<file path="src/rtl/swmm_pkg.sv">
// Shared types and constants for the sliding window min/max block.
// No dependencies.
package swmm_pkg;

	// Window depth in samples
	localparam int WINDOW = 64;
	localparam int CNT_W  = $clog2(WINDOW);

	localparam int SAMPLE_W   = 16;
	localparam int XLOW_W     = 7;
	localparam int XHIGH_W    = 6;
	localparam int IN_DATA_W  = 16;
	localparam int OUT_DATA_W = 48;

	typedef logic signed [SAMPLE_W-1:0] sample_t;

	// Span ends, truncated to the result widths
	localparam logic [XLOW_W-1:0]  X_LOW_BACK  = XLOW_W'(-(WINDOW - 1));
	localparam logic [XHIGH_W-1:0] X_HIGH_FWD  = XHIGH_W'(WINDOW - 1);

endpackage

</file>
<file path="src/rtl/swmm_cell.sv">
// One sample cell of the window chain: holds a sample and hands it on.
// Depends on swmm_pkg.
module swmm_cell (
	input  logic             clk,
	input  logic             arst_n,
	input  logic             shift_en,
	input  swmm_pkg::sample_t din,
	output swmm_pkg::sample_t dout
);
	import swmm_pkg::*;

	sample_t val_q;

	// Take the neighbor's sample when the chain advances
	always_ff @(posedge clk or negedge arst_n) begin
		if (!arst_n) begin
			val_q <= '0;
		end else if (shift_en) begin
			val_q <= din;
		end
	end

	assign dout = val_q;

endmodule

</file>
<file path="src/rtl/sliding_window_min_max.sv">
// One word at a time: the input is taken only in idle, and the result comes after
// one full rotation of the cell chain past the min/max accumulator at the chain's
// tail. The input stays closed while a finished result waits for a busy sink.
// A finished result waits in the output register while the next word is taken.
// Reset (arst_n low, asynchronous): all cells zero, backwards_mode zero, idle.
// Depends on swmm_pkg and swmm_cell.
module sliding_window_min_max (
	input  logic                                clk,
	input  logic                                arst_n,
	input  logic                                cfg_wen,
	input  logic                                cfg_wdata,       // backwards_mode
	input  logic                                s_axis_tvalid,
	output logic                                s_axis_tready,
	input  logic [swmm_pkg::IN_DATA_W-1:0]      s_axis_tdata,    // sample_value
	output logic                                m_axis_tvalid,
	input  logic                                m_axis_tready,
	// window_min[15:0], window_max[31:16], x_low[38:32], x_high[44:39], zero pad
	output logic [swmm_pkg::OUT_DATA_W-1:0]     m_axis_tdata
);
	import swmm_pkg::*;

	typedef enum logic [1:0] {
		ST_IDLE,
		ST_SWEEP,
		ST_HOLD
	} state_t;

	state_t                state_q;
	logic [CNT_W-1:0]      cnt_q;
	sample_t               lo_q;
	sample_t               hi_q;
	logic                  back_q;
	logic                  out_valid_q;
	logic [OUT_DATA_W-1:0] out_data_q;

	sample_t tap_w  [WINDOW];
	sample_t feed_w;
	logic    shift_w;
	logic    accept_w;
	logic    slot_free_w;
	logic    load_out_w;
	sample_t tail_w;
	sample_t lo_nxt_w;
	sample_t hi_nxt_w;

	assign accept_w    = s_axis_tvalid && s_axis_tready;
	assign slot_free_w = !out_valid_q || m_axis_tready;
	assign tail_w      = tap_w[WINDOW-1];

	// Load the output register at the end of a sweep or out of hold
	assign load_out_w = slot_free_w &&
		(((state_q == ST_SWEEP) && (cnt_q == '0)) || (state_q == ST_HOLD));

	// Advance the chain on a new word (oldest drops) or rotate it while sweeping
	assign shift_w = accept_w || (state_q == ST_SWEEP);
	assign feed_w  = (state_q == ST_SWEEP) ? tail_w : sample_t'(s_axis_tdata);

	for (genvar i = 0; i < WINDOW; i++) begin : g_cell
		if (i == 0) begin : g_head
			swmm_cell u_cell (
				.clk      (clk),
				.arst_n   (arst_n),
				.shift_en (shift_w),
				.din      (feed_w),
				.dout     (tap_w[i])
			);
		end else begin : g_body
			swmm_cell u_cell (
				.clk      (clk),
				.arst_n   (arst_n),
				.shift_en (shift_w),
				.din      (tap_w[i-1]),
				.dout     (tap_w[i])
			);
		end
	end

	// Fold the tail sample into the running extremes
	assign lo_nxt_w = (tail_w < lo_q) ? tail_w : lo_q;
	assign hi_nxt_w = (tail_w > hi_q) ? tail_w : hi_q;

	function automatic logic [OUT_DATA_W-1:0] pack_result(
		input sample_t lo,
		input sample_t hi,
		input logic    back
	);
		logic [XLOW_W-1:0]  xl;
		logic [XHIGH_W-1:0] xh;
		xl = back ? X_LOW_BACK : '0;
		xh = back ? '0 : X_HIGH_FWD;
		return {{(OUT_DATA_W - 2*SAMPLE_W - XLOW_W - XHIGH_W){1'b0}}, xh, xl, hi, lo};
	endfunction

	// Sequence one word: load, sweep the full chain, hand off the result
	always_ff @(posedge clk or negedge arst_n) begin
		if (!arst_n) begin
			state_q     <= ST_IDLE;
			cnt_q       <= '0;
			lo_q        <= '0;
			hi_q        <= '0;
			back_q      <= 1'b0;
			out_valid_q <= 1'b0;
			out_data_q  <= '0;
		end else begin
			if (cfg_wen) begin
				back_q <= cfg_wdata;
			end
			// Raise valid on a new result word, drop it once the sink takes it
			if (load_out_w) begin
				out_valid_q <= 1'b1;
			end else if (m_axis_tready) begin
				out_valid_q <= 1'b0;
			end
			case (state_q)
				ST_IDLE: begin
					if (accept_w) begin
						lo_q    <= sample_t'(s_axis_tdata);
						hi_q    <= sample_t'(s_axis_tdata);
						cnt_q   <= CNT_W'(WINDOW - 1);
						state_q <= ST_SWEEP;
					end
				end
				ST_SWEEP: begin
					lo_q  <= lo_nxt_w;
					hi_q  <= hi_nxt_w;
					cnt_q <= cnt_q - CNT_W'(1);
					if (cnt_q == '0) begin
						if (slot_free_w) begin
							out_data_q <= pack_result(lo_nxt_w, hi_nxt_w, back_q);
							state_q    <= ST_IDLE;
						end else begin
							state_q <= ST_HOLD;
						end
					end
				end
				ST_HOLD: begin
					if (slot_free_w) begin
						out_data_q <= pack_result(lo_q, hi_q, back_q);
						state_q    <= ST_IDLE;
					end
				end
				default: begin
					state_q <= ST_IDLE;
				end
			endcase
		end
	end

	assign s_axis_tready = (state_q == ST_IDLE);
	assign m_axis_tvalid = out_valid_q;
	assign m_axis_tdata  = out_data_q;

endmodule

</file>
<file path="config.mk">
export PLATFORM = sky130hd
export DESIGN_NAME = sliding_window_min_max
export DESIGN_NICKNAME = d
export VERILOG_FILES = /design/src/rtl/swmm_pkg.sv /design/src/rtl/swmm_cell.sv /design/src/rtl/sliding_window_min_max.sv
export SDC_FILE = /design/constraint.sdc
export NUM_CORES = 2
export LEC_CHECK = 0
export ABC_AREA = 1
export BUFFER_PORTS_ARGS = -buffer_cell sky130_fd_sc_hd__buf_2
export CAP_MARGIN = 30
export CORE_ASPECT_RATIO = 1.1
export CORE_UTILIZATION = 50
export DETAILED_ROUTE_END_ITERATION = 10
export GPL_TIMING_DRIVEN = 0
export PLACE_DENSITY = 0.72
export REMOVE_ABC_BUFFERS = 1
export SYNTH_ARGS = -nofsm -noshare
export SYNTH_HDL_FRONTEND = slang
export SYNTH_HIERARCHICAL = 1
export SYNTH_SLANG_ARGS = --single-unit
</file>
<file path="constraint.sdc">
create_clock -name clk -period 4.24 [get_ports clk]
set_input_delay 0 -clock clk [delete_from_list [all_inputs] [get_ports clk]]
set_output_delay 0 -clock clk [all_outputs]
set_load 0.05 [all_outputs]
</file>
* After elaboration in Yosys (flattened, before gate mapping)
Index checks and enable logic that the tools add are counted.
** Operators by class
- Order comparisons :: 2
- $add $sub $neg :: 1
- Reductions and logical operators :: 15
- Equal/unequal tests :: 6
- Mux-type cells :: 21
** Operators with widths (number)
- two-way mux 48 bit :: 3
- case mux 48 bit (2 select lines) :: 1
- two-way mux 16 bit :: 4
- case mux 16 bit (2 select lines) :: 2
- greater-than comparator 16 bit :: 1
- less-than comparator 16 bit :: 1
- two-way mux 6 bit :: 2
- case mux 6 bit (2 select lines) :: 1
- two-way mux 2 bit :: 4
- two-way mux 7 bit :: 1
- logical NOT 6 bit :: 1
- case mux 2 bit (3 select lines) :: 1
- nonzero test 2 bit :: 3
- subtractor 6 x 1 -> 6 bit (second input constant) :: 1
- inequality test 2 x 1 -> 1 bit (second input constant) :: 2
- inequality test 2 bit (second input constant) :: 2
- AND reduction 4 bit :: 1
- logical AND 1 bit :: 3
- logical OR 1 bit :: 3
- AND reduction 3 bit :: 1
- equality test 2 x 1 -> 1 bit (second input constant) :: 1
- equality test 2 bit (second input constant) :: 1
- logical NOT 2 bit :: 1
- two-way mux 1 bit :: 2
- 2 further kinds :: 2
** Storage, ports and cells
- Input port bits :: 22
- Flip-flop bits (word level) :: 1114
- Word-level logic and storage cells :: 116
- Output and inout port bits :: 50

* Depth between registers and ports, before layout
- Depth after elaboration :: 5
- Depth in mapped cells :: 19
- Gate-level depth less buffers :: 18

* By module
Netlist, hierarchy kept.
** Modules (own cells, without submodules)
- swmm_cell :: cells an instance 68, area each 644.4 sq um, instances 64, sequential area each 400.4 sq um
- sliding_window_min_max :: cells an instance 737, area each 5445.2 sq um, instances 1, sequential area each 1901.8 sq um

* Least setup slack after synthesis
Ideal clock, no wire load.
- Path kind :: flip-flop to flip-flop
- Start point :: reg state_q[1]
- End point :: reg g_cell[63].g_body.u_cell.val_q[10]
- Period minus slack after synthesis :: 4334 ps
- Cell stages (with the launch flop) :: 12
- Path buffers :: 3
- Data required time :: 4123 ps
- Data arrival time :: 4217 ps
- Library setup time :: 117 ps
- Path slack :: -94 ps
- Cells stage by stage :: dfrtp_1 > inv_2 > nand2_2 > nor2_2 > nor2_1 > inv_2 > clkbuf_1 > buf_6 > inv_6 > buf_12 > nand2_1 > nand2_1
** On the way
- Cells in the longest elaborated chain, start to end :: 3
- Elaborated cells between the ends (all ways) :: 4
- Classes of those cells :: eq/ne (1); reduce/logical (3)
** RTL lines
- from (decl) :: RTL line sliding_window_min_max.sv:28 : state_t state_q;
- from (signal assigned) :: RTL line sliding_window_min_max.sv:97 : state_q <= ST_IDLE;
- from (signal assigned) :: RTL line sliding_window_min_max.sv:120 : state_q <= ST_SWEEP;
- from (signal assigned) :: RTL line sliding_window_min_max.sv:130 : state_q <= ST_IDLE;
- logical NOT 2 bit :: RTL line sliding_window_min_max.sv:149 : assign s_axis_tready = (state_q == ST_IDLE);
- logical AND 1 bit :: RTL line sliding_window_min_max.sv:46 : assign accept_w = s_axis_tvalid && s_axis_tready;
- logical OR 1 bit (*) :: RTL line sliding_window_min_max.sv:55 : assign shift_w = accept_w || (state_q == ST_SWEEP);
- via shift_w :: RTL line sliding_window_min_max.sv:38 : logic shift_w;
- to (signal assigned) :: RTL line swmm_cell.sv:19 : val_q <= din;
- to (decl) :: RTL line swmm_cell.sv:12 : sample_t val_q;
The timed path passes the listed nets; every way through them passes the cells marked *.
A chain may end at the register's enable or synchronous reset.

* Final worst setup path
- Start point :: reg state_q[1]
- End point :: reg g_cell[39].g_body.u_cell.val_q[9]
** On the way
- Cells in the longest elaborated chain, start to end :: 3
- Elaborated cells between the ends (all ways) :: 4
- Classes of those cells :: eq/ne (1); reduce/logical (3)
** RTL lines (RTL line)
- logical NOT 2 bit :: sliding_window_min_max.sv:149
- logical AND 1 bit :: sliding_window_min_max.sv:46
- logical OR 1 bit (*) :: sliding_window_min_max.sv:55
- to (signal assigned) :: swmm_cell.sv:19
- to (decl) :: swmm_cell.sv:12
Every way passes the cells marked *; elsewhere a longest branch is shown, timed or not.

==> results.txt <==
* Run status: finished clean
* Via/cell ratio: 4.82
* Flip-flop and latch count after synthesis: 1100
- STA classifies the critical path startpoint as a flip-flop.
- Vertical die dimension: 322 um
- The portion of synthesized area spent on multiplexers is 0%.
- Number of max-slew violations in the final report: 0
* First-pass GRT wire length: 147000 um
* Arrival time reported for the critical path endpoint: 4400 ps
* Max-slew headroom: 32.8%
* Cell seen most often among critical-path stages: buf_16
* CP endpoint kind: flip-flop
- The tightest hold path in the finished design has a slack of 27.5 ps.
- The worst hold path belongs to the class in -> async.
- After synthesis, the netlist uses 35 different library cells.
* Clock tree from TritonCTS: yes
- The signal on the critical path passes through inv_2 -> nand2_2 -> nor2_2 -> nor2_1 -> inv_8 -> buf_16 -> buf_16 -> buf_16 -> buf_16 -> inv_6 -> nand2_1 -> nand2_1.
- Detailed placement ended at an HPWL of 49900 um.
- The post-route netlist has 13.6% of its cells at a drive strength greater than 1.
- Count of flip-flops with a built-in enable after synthesis: 0
- Syn Std Cell Area: 46700 sq um
- Final setup violating endpoints: 0
- The number of global-route vias before repair was 30408.
* Fraction of the mapped netlist area in compound gates: 1.48%
- Clock tree synthesis inserted a total of 104 buffers.
- Level count of the clock H-tree: 3
- Across all layers, the routed design uses 30840 vias.
- The clock reaches the later pin of the worst-skew pair after 650 ps.
- The number of buffers and inverters on the critical path is 7.
* Synthesized area per cell: 9.17 sq um
- For the final routed database, the setup TNS stands at 0 ps.
- Crit share post-route: 90.9%
- Power density over the cells: 655 nW/um^2
* TritonCTS sink count: 1100
- Number of gates given a new drive strength after cts: 0
- Placement row count: 117
- Most numerous cell in the Yosys netlist: nand2_1
- The area growth from synthesis to layout is 6.97%.
- For the worst setup path, the data required time is 4780 ps.
- Cell with the largest stage delay on the worst path: buf_16
- Clock-pin slew was measured on the worst setup and hold paths at 60 ps.
- Max_cap viols: 0
- Global routing consumed, over all layers together, 18.2% of the routing resources.
* Area share of the leading cell type in the synthesized netlist: 59.0%
- In the final design database the tool counted 5126 nets.
* Transition time at the pin with the least slew margin: 1010 ps
- Routability congestion estimate: 0.846
- Setup repair after global routing left no endpoint under its margin.
* Initial DRC count: 2559
* Simple-gate share of the synthesized area: 30.4%
- Worst-case setup margin in the final layout: 385 ps
* Worst-path fanout max: 145
* Number of standard cells after synthesis: 5089
- Ranking of synthesized cells by area: dfrtp_1, nand2_1, nand2_2, buf_6, buf_12
* Maximum number of pins on one net before global-route repair: 177
- Maximum buffer depth of the clock tree: 3
* Max Clk Rate: 259 MHz
* Leakage power: 28.7 nW
* Post-placement cell area: 46100 sq um
- Post-synthesis sequential area ratio: 59.0%
- Counting instances in the post-synthesis netlist gives the leading cell types as nand2_1, dfrtp_1, nand2_2.
- Top cell type by total area after synthesis: dfrtp_1
* Number of post-CTS setup repair buffers: 0
- Total Wirelength: 84800 um
- Clock tree root buffer cell: clkbuf_16
* Main combinational cell family by area after synthesis: simple AND/OR/NAND/NOR gates
* Count of synthesis-stage warnings from yosys: 6
- Max Clock Skew: 24.8 ps
- Antenna fix cells: 0
- The count of buffers added on input and output ports is 63.
- Core area: 92500 sq um
- Number of antenna violations at the first check in global routing: 0
* Residual overflow from global routing: 0
- Category of the critical setup timing path: reg -> reg
- Starting density of the core: 50.5%
* Xor and xnor fraction of the mapped netlist area: 0%
* Prevailing post-synth register cell: dfrtp_1
- Prior to clock tree synthesis, the placed netlist has a worst setup slack of 64.7 ps.
- Top-level I/O count: 72
* Number of detailed-routing iterations run before antenna repair: 6
* Post-synthesis async set-or-reset flop share: 100%
* DRC errors left: 0
* Maximum single-stage delay on the critical path: 480 ps
- The total count of hold-check failures in the final report is 0.
* Width of the chip: 293 um
* Worst supply voltage drop on vdd: 0.478 mV
- Kind of cell with the highest combined delay on the critical path: buffers and inverters
- Summing the areas of all fa, ha and maj instances in the mapped netlist gives 0.884% of the synthesized area.
- Drt wl/cell: 13.2 um
* Total power after layout: 32.7 mW
* Min cycle time layout: 3860 ps
- After routing the design area is 49900 sq um.
- Number of nets with antenna violations after detailed routing: 0
- Full die area: 94600 sq um
-- layout by cell type, fill, tap and decap left out, types with 2 or more instances in the layout --
cell and n:
a21oi_1 72, a21oi_2 8, buf_12 2, buf_16 18, buf_2 62, bufinv_16 8
clkbuf_1 23, clkbuf_16 109, clkbuf_8 26, clkinv_2 15, clkinvlp_4 6, conb_1 8
dfrtp_1 1100, dlygate4sd3_1 23, ha_1 33, inv_1 66, inv_2 4, inv_6 68
nand2_1 2969, nand2_2 324, nand2_4 14, nand3_1 39, nand3_2 30, nand4_1 18
nor2_1 47, nor2_2 2, nor2_4 2, nor3_1 3, o211ai_1 2, o21ai_0 40
o21ai_1 3
-- cells by family (layout without fill, tap and decap cells) --
kind of cell / Yosys count / in the layout
compound gates: 129 / 129
other cells: 1 / 8
simple gates: 3452 / 3452
buf+inv: 374 / 432
fa+ha+maj: 33 / 33
flops: 1100 / 1100
-- repair_timing --
action / 4_1_cts / 5_1_grt
endpoints found under the hold margin: 213 / 0
hold buffers: 23 / 0
endpoints found under the setup margin: 0 / 221
-- stage by stage --
step,instances,utilization (%)
3_3_place_gp,6169,49.3
4_1_cts,6400,53.9
3_5_place_dp,6188,49.9
6_report,6403,54.0
2_1_floorplan,4857,-
5_1_grt,6403,54.0
-- path summary, 6_finish.rpt --
kind	start	slack, ps	cells past startpoint	to
worst max-delay path	state_q[1]	380	12	g_cell[39].g_body.u_cell/dout[9]
worst min-delay path	arst_n	30	2	m_axis_tdata[26]
worst max register to register	state_q[1]	380	12	g_cell[39].g_body.u_cell/dout[9]
worst min register to register	g_cell[58].g_body.u_cell/dout[10]	460	2	g_cell[59].g_body.u_cell/dout[10]
max in group asynchronous	arst_n	950	7	g_cell[25].g_body.u_cell/dout[1]
min in group clk	cfg_wdata	90	4	back_q
-- routing by layer --
layer / vias to the layer above / part of all wire (%) / GRT usage, %
li1: 15390 / - / -
met1: 14879 / 46 / 25.3
met2: 452 / 48 / 29.8
met3: 119 / 3.5 / 2.44
met4: 0 / 2.0 / 5.36
met5: - / 0 / 0
-- registers in the layout, indices dropped and copies added (netlist names) --
register,cells
state_q,2
g_cell.g_head.u_cell/dout,16
m_axis_tdata,34
lo_q,16
g_cell.g_body.u_cell/dout,1008
hi_q,16
back_q,1
cnt_q,6
m_axis_tvalid,1
-- power by group --
part           total, mW  internal [mW]  switching [mW]
clock network       9.41           5.53            3.87
registers           14.6           13.1            1.53
logic               8.69           2.45            6.24
-- layout make-up --
cell class | instances | area (sq um)
well taps | 1249 | 1560
clock inverters | 34 | 412
multi-input cells | 3622 | 15400
repair buffers | 108 | 1150
flip-flops and latches | 1100 | 27500
inverters | 135 | 835
fillers | 8248 | 42600
clock buffers | 155 | 3100
No activity file was read; power rests on OpenSTA's default activity.
